===== src/sv/pfrf_pkg.sv =====
// Shared types, codes and helpers of the page-mode framebuffer fill block.
package pfrf_pkg;

  localparam int COLUMNS_DEF = 128;
  localparam int PAGES_DEF   = 8;
  localparam int DW          = 8;   // pixels per column byte
  localparam int PGW         = 4;   // page index width (row field reaches page 15)
  localparam logic [DW-1:0] MASK_ALL = 8'hFF;

  localparam logic [1:0] OP_CLEAR = 2'd0;
  localparam logic [1:0] OP_FILL  = 2'd1;
  localparam logic [1:0] OP_READ  = 2'd2;

  typedef enum logic [2:0] {
    ST_INIT,
    ST_IDLE,
    ST_SETUP,
    ST_SWEEP,
    ST_DRAIN,
    ST_READ,
    ST_RWAIT,
    ST_DONE
  } state_e;

  typedef struct packed {
    logic load;       // capture the input fields
    logic setup;      // build the sweep box from the captured fields
    logic setup_clr;  // build a whole-screen clearing box
    logic step;       // issue one read and advance the walk
    logic rd_issue;   // issue the single-byte read
    logic rd_capture; // latch the read byte as result
    logic out_load;   // move result into the output register
  } ctrl_cmd_t;

  typedef struct packed {
    logic [1:0] op;
    logic       empty;  // fill draws nothing
    logic       last;   // walk sits on its final byte
  } dp_stat_t;

  // Bits of page pg covered by rows [ys, ye).
  function automatic logic [DW-1:0] page_mask(input logic [PGW-1:0] pg,
                                              input logic [5:0] ys,
                                              input logic [6:0] ye);
    logic [7:0] base;
    logic [7:0] lo;
    logic [7:0] hi;
    logic [8:0] hi_bits;
    logic [8:0] lo_bits;
    base = {1'b0, pg, 3'b000};
    lo   = ({2'b00, ys} > base) ? ({2'b00, ys} - base) : 8'd0;
    if ({1'b0, ye} < (base + 8'd8)) begin
      hi = ({1'b0, ye} > base) ? ({1'b0, ye} - base) : 8'd0;
    end else begin
      hi = 8'd8;
    end
    if (lo >= hi) begin
      page_mask = '0;
    end else begin
      hi_bits   = (9'd1 << hi[3:0]) - 9'd1;
      lo_bits   = (9'd1 << lo[3:0]) - 9'd1;
      page_mask = hi_bits[DW-1:0] & ~lo_bits[DW-1:0];
    end
  endfunction

endpackage


===== src/sv/pfrf_ctrl.sv =====
// Sequencer of the framebuffer block: handshakes and operation phases.
module pfrf_ctrl
  import pfrf_pkg::*;
(
  input  logic      clk_i,
  input  logic      rst_ni,
  input  logic      in_valid_i,
  output logic      in_stall_o,
  output logic      out_valid_o,
  input  logic      out_stall_i,
  input  dp_stat_t  stat_i,
  output ctrl_cmd_t cmd_o
);

  state_e state_q, state_d;
  logic   init_q, init_d;
  logic   out_valid_q, out_valid_d;
  logic   out_free;

  assign out_free = !out_valid_q || !out_stall_i;

  always_comb begin
    state_d = state_q;
    init_d  = init_q;
    unique case (state_q)
      ST_INIT:  state_d = ST_SWEEP;
      ST_IDLE:  if (in_valid_i) state_d = ST_SETUP;
      ST_SETUP: begin
        unique case (stat_i.op)
          OP_CLEAR: state_d = ST_SWEEP;
          OP_FILL:  state_d = stat_i.empty ? ST_DONE : ST_SWEEP;
          OP_READ:  state_d = ST_READ;
          default:  state_d = ST_DONE;
        endcase
      end
      ST_SWEEP: if (stat_i.last) state_d = ST_DRAIN;
      ST_DRAIN: begin
        state_d = init_q ? ST_IDLE : ST_DONE;
        init_d  = 1'b0;
      end
      ST_READ:  state_d = ST_RWAIT;
      ST_RWAIT: state_d = ST_DONE;
      ST_DONE:  if (out_free) state_d = ST_IDLE;
      default:  state_d = ST_IDLE;
    endcase
  end

  always_comb begin
    cmd_o       = '0;
    out_valid_d = out_valid_q;
    if (!out_stall_i) out_valid_d = 1'b0;
    unique case (state_q)
      ST_INIT:  cmd_o.setup_clr = 1'b1;
      ST_IDLE:  cmd_o.load      = in_valid_i;
      ST_SETUP: cmd_o.setup     = 1'b1;
      ST_SWEEP: cmd_o.step      = 1'b1;
      ST_READ:  cmd_o.rd_issue  = 1'b1;
      ST_RWAIT: cmd_o.rd_capture = 1'b1;
      ST_DONE: begin
        cmd_o.out_load = out_free;
        if (out_free) out_valid_d = 1'b1;
      end
      default: ;
    endcase
  end

  always_ff @(posedge clk_i or negedge rst_ni) begin
    if (!rst_ni) begin
      state_q     <= ST_INIT;
      init_q      <= 1'b1;
      out_valid_q <= 1'b0;
    end else begin
      state_q     <= state_d;
      init_q      <= init_d;
      out_valid_q <= out_valid_d;
    end
  end

  assign in_stall_o  = (state_q != ST_IDLE);
  assign out_valid_o = out_valid_q;

endmodule


===== config.mk =====
export PLATFORM = sky130hd
export DESIGN_NAME = pfrf_ctrl
export DESIGN_NICKNAME = d
export VERILOG_FILES = /design/src/sv/pfrf_pkg.sv /design/src/sv/pfrf_ctrl.sv
export SDC_FILE = /design/constraint.sdc
export NUM_CORES = 1
export LEC_CHECK = 0
export ABC_AREA = 0
export BUFFER_PORTS_ARGS = -buffer_cell sky130_fd_sc_hd__buf_4
export CORE_AREA = 3 3 40 42
export DETAILED_ROUTE_END_ITERATION = 10
export DIE_AREA = 0 0 43 45
export GPL_TIMING_DRIVEN = 0
export PLACE_DENSITY_LB_ADDON = 0.2
export SKIP_LAST_GASP = 1
export SLEW_MARGIN = 20
export SYNTH_ARGS = -nofsm -noshare
export SYNTH_HDL_FRONTEND = slang
export SYNTH_SLANG_ARGS = --single-unit
export TNS_END_PERCENT = 50

===== constraint.sdc =====
create_clock -name clk_i -period 3.05 [get_ports clk_i]
set_clock_uncertainty 0.05 [all_clocks]
set_input_delay 0.1525 -clock clk_i [delete_from_list [all_inputs] [get_ports clk_i]]
set_output_delay 0.1525 -clock clk_i [all_outputs]
set_load 0.01 [all_outputs]

# Word level (Yosys, flattened, before mapping)
# Cells that the tools add are included.
[totals] regBits=5 out_inout_bits=9 wordCells=39
[classes] n_eq_ne=13 mux=17 n_reduce_logical=6
[ops] cell="case mux 3 bit (8 select lines)" count=1
[ops] cell="2-to-1 mux 3 bit" count=5
[ops] cell="equality test 3 bit (second input constant)" count=4
[ops] cell="2-to-1 mux 1 bit" count=10
[ops] cell="case mux 3 bit (3 select lines)" count=1
[ops] cell="equality test 3 x 2 -> 1 bit (second input constant)" count=2
[ops] cell="!= test 2 bit (second input constant)" count=3
[ops] cell="equality test 3 x 1 -> 1 bit (second input constant)" count=1
[ops] cell="logical NOT 3 bit" count=1
[ops] cell="!= test 3 x 1 -> 1 bit (second input constant)" count=1
[ops] cell="AND reduction 3 bit" count=1
[ops] cell="equality test 2 x 1 -> 1 bit (second input constant)" count=1
[ops] cell="equality test 2 bit (second input constant)" count=1
[ops] cell="logical NOT 1 bit" count=2
[ops] cell="logical NOT 2 bit" count=1
[ops] cell="logical OR 1 bit" count=1

# Longest topological paths before layout
# Gate-level depths: netlist (run 1).
[logic_depth] ltp_word=4 depth_mapped=5 ltp_nobuf=4

# Least setup slack after synthesis (run 1)
# Ideal clock, no wire load.
[synth_timing] kind="register to register" start="register state_q[0]" end="register state_q[1]" path_stages_with_launch=6 arrival_time_ps=899 required_ps=2878 setup_ps=122 slack_ps=1979 path_cell_list="dfrtp_1 -> buf_6 -> nor2_4 -> nand3_1 -> a31oi_1 -> nor2_1"
[synth_between] elab_chain_len=3
[synth_lines] item="start: declaration" line_no="pfrf_ctrl.sv:15" text="state_e state_q, state_d;"
[synth_lines] item="start signal: assignment" line_no="pfrf_ctrl.sv:73" text="state_q <= state_d;"
[synth_lines] item="equality test 3 bit (tied with other cells)" line_no="pfrf_ctrl.sv:25" text="unique case (state_q)"
[synth_lines] item="!= test 2 bit (no line)"
[synth_lines] item="AND reduction 3 bit (no line)"
# Several ways; a longest one is shown, not always the timed one.
# A chain may end at the register's enable or synchronous reset.

==> results of run 1 <==
==> worst max path at each step <==
stage | start | end | slack, ns | cells after the start
floorplan | state_q[0] | state_q[1] | 1.98 | 5
global placement | state_q[0] | cmd_o[0] | 1.90 | 4
detailed placement | state_q[0] | cmd_o[0] | 1.90 | 4
CTS | state_q[0] | cmd_o[0] | 1.63 | 4
global route | state_q[2] | cmd_o[6] | 1.55 | 4
finish | state_q[0] | cmd_o[0] | 1.64 | 4
==> area by class of cell <==
type / instances / area share, %
inverters: 3 / 2.16
flip-flops and latches: 5 / 24.3
plain buffers: 3 / 5.77
repair buffers: 17 / 25.0
multi-input cells: 31 / 34.1
clock buffers: 4 / 5.05
well taps: 15 / 3.61
==> worst min-delay path: stages <==
cell     delay (ns)
buf_4          0.09
nand2_1        0.05
nand2_1        0.06
==> metrics by stage <==
step	total power, mW	util (%)	setup WS (ns)	std cells	instance area (um^2)
5_1_grt	0.552	40.5	1.55	78	520
6_report	0.500	40.5	1.64	78	520
4_1_cts	0.507	40.5	1.63	78	520
3_5_place_dp	0.425	37.7	1.90	73	484
3_3_place_gp	0.426	37.7	1.90	73	484
2_1_floorplan	0.317	-	1.98	42	345
==> synthesized netlist by cell type, drive strengths merged <==
| master | instances | share of area [%] |
|---|---|---|
| nor2 | 6 | 8.7 |
| dfrtp | 4 | 29 |
| nand2 | 4 | 4.3 |
| a21oi | 3 | 5.4 |
| buf | 3 | 8.7 |
| inv | 3 | 3.3 |
| nand3 | 3 | 4.3 |
| nor3 | 3 | 4.3 |
| a211oi | 2 | 5.8 |
| nor2b | 2 | 3.6 |
| o21ai | 2 | 2.9 |
| a21boi | 1 | 2.2 |
| a31oi | 1 | 1.8 |
| and2 | 1 | 1.8 |
| and3 | 1 | 2.2 |
| dfstp | 1 | 7.6 |
| nand2b | 1 | 1.8 |
| nor3b | 1 | 2.2 |
==> report_power, final <==
group          internal (mW)  switching (mW)
sequential            0.0935          0.0171
clock                 0.0494          0.0264
combinational          0.150           0.164
total                  0.293           0.208
==> layer usage <==
| layer | vias up | track usage, % | routed length, um |
|---|---|---|---|
| met5 | - | 0 | 0 |
| met4 | 0 | 3.61 | 0 |
| met3 | 0 | 4.78 | 69 |
| met2 | 12 | 15.0 | 387 |
| met1 | 153 | 12.3 | 367 |
| li1 | 181 | - | - |
==> logic make-up (layout without fill, tap and decap cells) <==
family | Yosys count | count (layout) | synth area share, %
buf+inv | 6 | 27 | 12.0
compound gates | 9 | 9 | 18.1
flops | 5 | 5 | 36.6
simple gates | 22 | 22 | 33.3
==> sequential cells by signal, summed over array words and instances, names as in the netlist <==
register,cells
init_q,1
out_valid_o,1
state_q,3
==> flow_summary.yaml, run 1 <==
status:
  status: "finished, final reports clean"
worst_setup_path:
  worst_path_max_delay_cell: "dfrtp_1"
  r2r-end: "state_q[1]"
  cp.arrival_ns: 1.20
  crit_path_max_incr_delay_ns: 0.37
  end_kind: "primary output"
  crit_type: "register to primary output"
  crit_required_ns: 2.85
  r2r_slack_ns: 1.90
  startpoint_type: "register"
  reg2reg_depth: 5
  path_delay_family: "flip-flops"
  reg2reg_from: "state_q[0]"
  crit_buf_inv: 2
  crit_chain: "buf_6 -> nand3_1 -> a21oi_2 -> buf_4"
  crit_fanout: 10
timing:
  worst_slew_pin_slew_ns: 0.190
  max_freq_ghz: 0.711
  layout_min_cycle_time_ns: 1.41
  drv_slew: 0
  hold_viol_final: 0
  grt_setup_unrepaired: "no"
  setup_viol: 0
  holdWs_ns: 0.0984
  max_slew_margin_pct: 87.3
  fin_tns_setup_ns: 0
  finalCritPeriodShare_pct: 46.1
placement:
  dp_hpwl_um: 622
  port_buffers: 16
  globalplace.congestion: 0.677
final_layout:
  seq_area_um2: 126
  drive_above_1_share_pct: 42.9
  synthToLayoutAreaGrowth_pct: 50.7
  final_nets: 72
  final_cell_mix: "buf_4 (17), nor2_1 (5), nand2_1 (4), dfrtp_1 (4)"
  fillers: 142
  antennaDiodeCount: 0
  final_common_cell: "buf_4"
  multi_input_area_um2: 178
run:
  drv_cap: 0
synth:
  postSynthCellCount: 42
  synth_seq_cells: 5
  synthesis.area_um2: 345
  synth-seq-area-share_pct: 36.6
  syn_area_per_cell_um2: 8.22
  yosysWarnings: 0
  synthDistinctLibCells: 23
  syn_nets: 50
worst_hold_path:
  hold_depth: 3
  min_from: "out_stall_i"
  hp-class: "input port to register"
  hold_end: "out_valid_o"
power_and_ir_drop:
  power_leakage_nw: 0.243
  vdd.ir_drop.worst_uv: 479
  p_per_area_mw_per_mm2: 961
die:
  dieWidth_um: 43
  dieArea_mm2: 0.00194
  num_io_pins: 17
  row_count: 13
  core_region_area_mm2: 0.00128
  die_h_um: 45
  initial_core_util_pct: 26.9
clocking:
  h-tree-depth: 1
  cts.sinks: 5
  clockBufferDepth: 2
  clk-insertion-delay-late_ns: 0.24
  cts.root.buffer_cell: "clkbuf_4"
  post_cts_resized: 0
  hold_buffers: 1
  clk_pin_slew_ns: 0.04
  cts-buffers-inserted: 3
  cts_tree: "done"
  cts_setup_buffers: 0
drt:
  drt-vias-per-instance: 4.44
  ant_nets: 0
  drtPass1Iterations: 2
  drt_iter0_drc: 1
  vias: 346
  wl_per_cell_um: 10.6
  drt_wl_total_um: 824
  drc: 0
global_routing:
  grt_usage_pct: 9.88
  grt_overflow: 0
  grt_pass1_wl_um: 1400
  antenna_found_initial: 0
  first_global_vias: 339
  grt_start_max_net_pins: 11
Note: power is estimated with default switching activity, not from simulation.
==> run 2, diff against run 1 <==
clock period = 1.3 ns   (was 3.05 ns; I/O delays follow)
==> flow_summary.yaml, run 2 (synthesized netlist as in run 1, its figures left out) <==
power_and_ir_drop:
  vdd.ir_drop.worst_uv: 1080
  power_leakage_nw: 0.254
  total_power_mw: 1.25
  p_per_area_mw_per_mm2: 2290
worst_setup_path:
  crit_required_ns: 1.19
  reg2reg_from: "state_q[0]"
  crit_type: "register to primary output"
  crit_fanout: 10
  r2r_slack_ns: 0.09
  end_kind: "primary output"
  crit_path_max_incr_delay_ns: 0.36
  r2r-end: "state_q[1]"
  worst_path_max_delay_cell: "dfrtp_1"
  cp.arrival_ns: 1.18
  reg2reg_depth: 5
  crit_buf_inv: 3
  startpoint_type: "register"
  crit_chain: "buf_6 -> inv_1 -> and3_2 -> buf_4"
  path_delay_family: "buffers and inverters"
drt:
  drt_wl_total_um: 875
  ant_nets: 0
  drc: 0
  wl_per_cell_um: 10.9
  drt_iter0_drc: 7
  vias: 364
  drtPass1Iterations: 4
  drt-vias-per-instance: 4.55
clocking:
  cts_tree: "done"
  clk-insertion-delay-late_ns: 0.24
  clockBufferDepth: 2
  clk_pin_slew_ns: 0.04
  cts.sinks: 5
  h-tree-depth: 1
  cts.root.buffer_cell: "clkbuf_4"
  cts-buffers-inserted: 3
final_layout:
  fillers: 138
  instances_no_fill: 80
  antennaDiodeCount: 0
  largest_register_ffs: 3
  final_common_cell: "buf_4"
  final_design_area_no_fill_um2: 548
  finalCoreUtilization_pct: 42.6
  final_nets: 74
  drive_above_1_share_pct: 50.8
  final_cell_mix: "buf_4 (18), nor2_1 (4), nand2_1 (4), dfrtp_1 (4)"
  synthToLayoutAreaGrowth_pct: 58.7
  registers.top_by_ff_count: "state_q"
timing:
  max_freq_ghz: 0.775
  max_slew_margin_pct: 87.3
  drv_slew: 0
  grt_setup_unrepaired: "yes"
  hold_viol_final: 0
  finalCritPeriodShare_pct: 99.3
  worst_slew_pin_slew_ns: 0.189
  setup_viol: 0
  layout_min_cycle_time_ns: 1.29
die:
  row_count: 13
  core_region_area_mm2: 0.00128
  initial_core_util_pct: 26.9
  die_h_um: 45
  num_io_pins: 17
  dieArea_mm2: 0.00194
  dieWidth_um: 43
placement:
  globalplace.congestion: 0.677
  dp_hpwl_um: 622
  placed_cells: 73
  postPlaceCellArea_um2: 484
  port_buffers: 16
global_routing:
  grt_overflow: 0
  grt_pass1_wl_um: 1440
  antenna_found_initial: 0
  grt_usage_pct: 10.1
  grt_start_max_net_pins: 11
  first_global_vias: 351
worst_hold_path:
  min_from: "out_stall_i"
  hold_depth: 3
  hp-class: "input port to register"
  hold_end: "out_valid_o"
status:
  status: "finished, final reports clean"
run:
  drv_cap: 0
==> run 2: cell types whose count changed in the layout (fill, tap and decap cells not counted) <==
cell      delta
nand2b_1     -1
nand3_1      -1
nor3_2       +1
nor2_1       -1
nand2b_2     +1
buf_2        +1
nand3_2      +1
buf_4        +1
nor3_1       -1
nor2_2       +1
==> run 2: worst min-delay path: stages <==
cell,delay [ns]
buf_4,0.09
nand2_1,0.05
nand2_1,0.06
==> run 2: how the worst max path moves through the flow <==
stage / startpoint / end / slack [ns] / depth (start not counted)
floorplan: state_q[0] / state_q[1] / 0.23 / 5
global placement: state_q[0] / state_q[1] / 0.16 / 5
global route: state_q[0] / cmd_o[4] / -0.07 / 3
detailed placement: state_q[0] / state_q[1] / 0.16 / 5
CTS: state_q[2] / cmd_o[6] / -0.01 / 4
finish: state_q[1] / cmd_o[2] / 0.01 / 4
==> run 2: power by group <==
group / internal (mW) / switching (mW) / leakage [nW] / total [mW]
sequential: 0.219 / 0.0461 / 0.0556 / 0.265
clock: 0.116 / 0.0665 / 0.0150 / 0.183
combinational: 0.391 / 0.415 / 0.184 / 0.806
total: 0.727 / 0.528 / 0.254 / 1.25
==> run 2: through the flow <==
step	hold slack (ns)	setup slack (ns)	setup TNS [ns]
after global placement	-0.181	0.160	0
after floorplan	-0.281	0.229	0
after CTS	0.00472	-0.0142	-0.0154
after detailed placement	-0.180	0.161	0
final	0.00596	0.00962	0
after global routing	0.0411	-0.0716	-0.310
==> run 2: routing by layer <==
layer / routed length [um] / up-vias / global-route usage, %
met2: 428 / 14 / 16.2
met1: 375 / 163 / 12.0
li1: - / 187 / -
met3: 71 / 0 / 4.78
met5: 0 / - / 0
met4: 0 / 0 / 3.61
==> run 2: final cells by class <==
cell class                      instances  area (um^2)  area share, %
Clock buffer                            4         26.3           4.79
Sequential cell                         5          126           23.1
Tap cell                               15         18.8           3.42
Buffer                                  3         30.0           5.48
Inverter                                3         11.3           2.05
Timing Repair Buffer                   19          143           26.0
Multi-Input combinational cell         31          193           35.2
==> run 2: repair_timing <==
item | 4_1_cts | 5_1_grt
endpoints found under the setup margin | 2 | 7
gates cloned | 0 | 1
endpoints found under the hold margin | 5 | 0
gates resized for setup | 0 | 4
buffers inserted | 1 | 0
hold buffers | 1 | 0
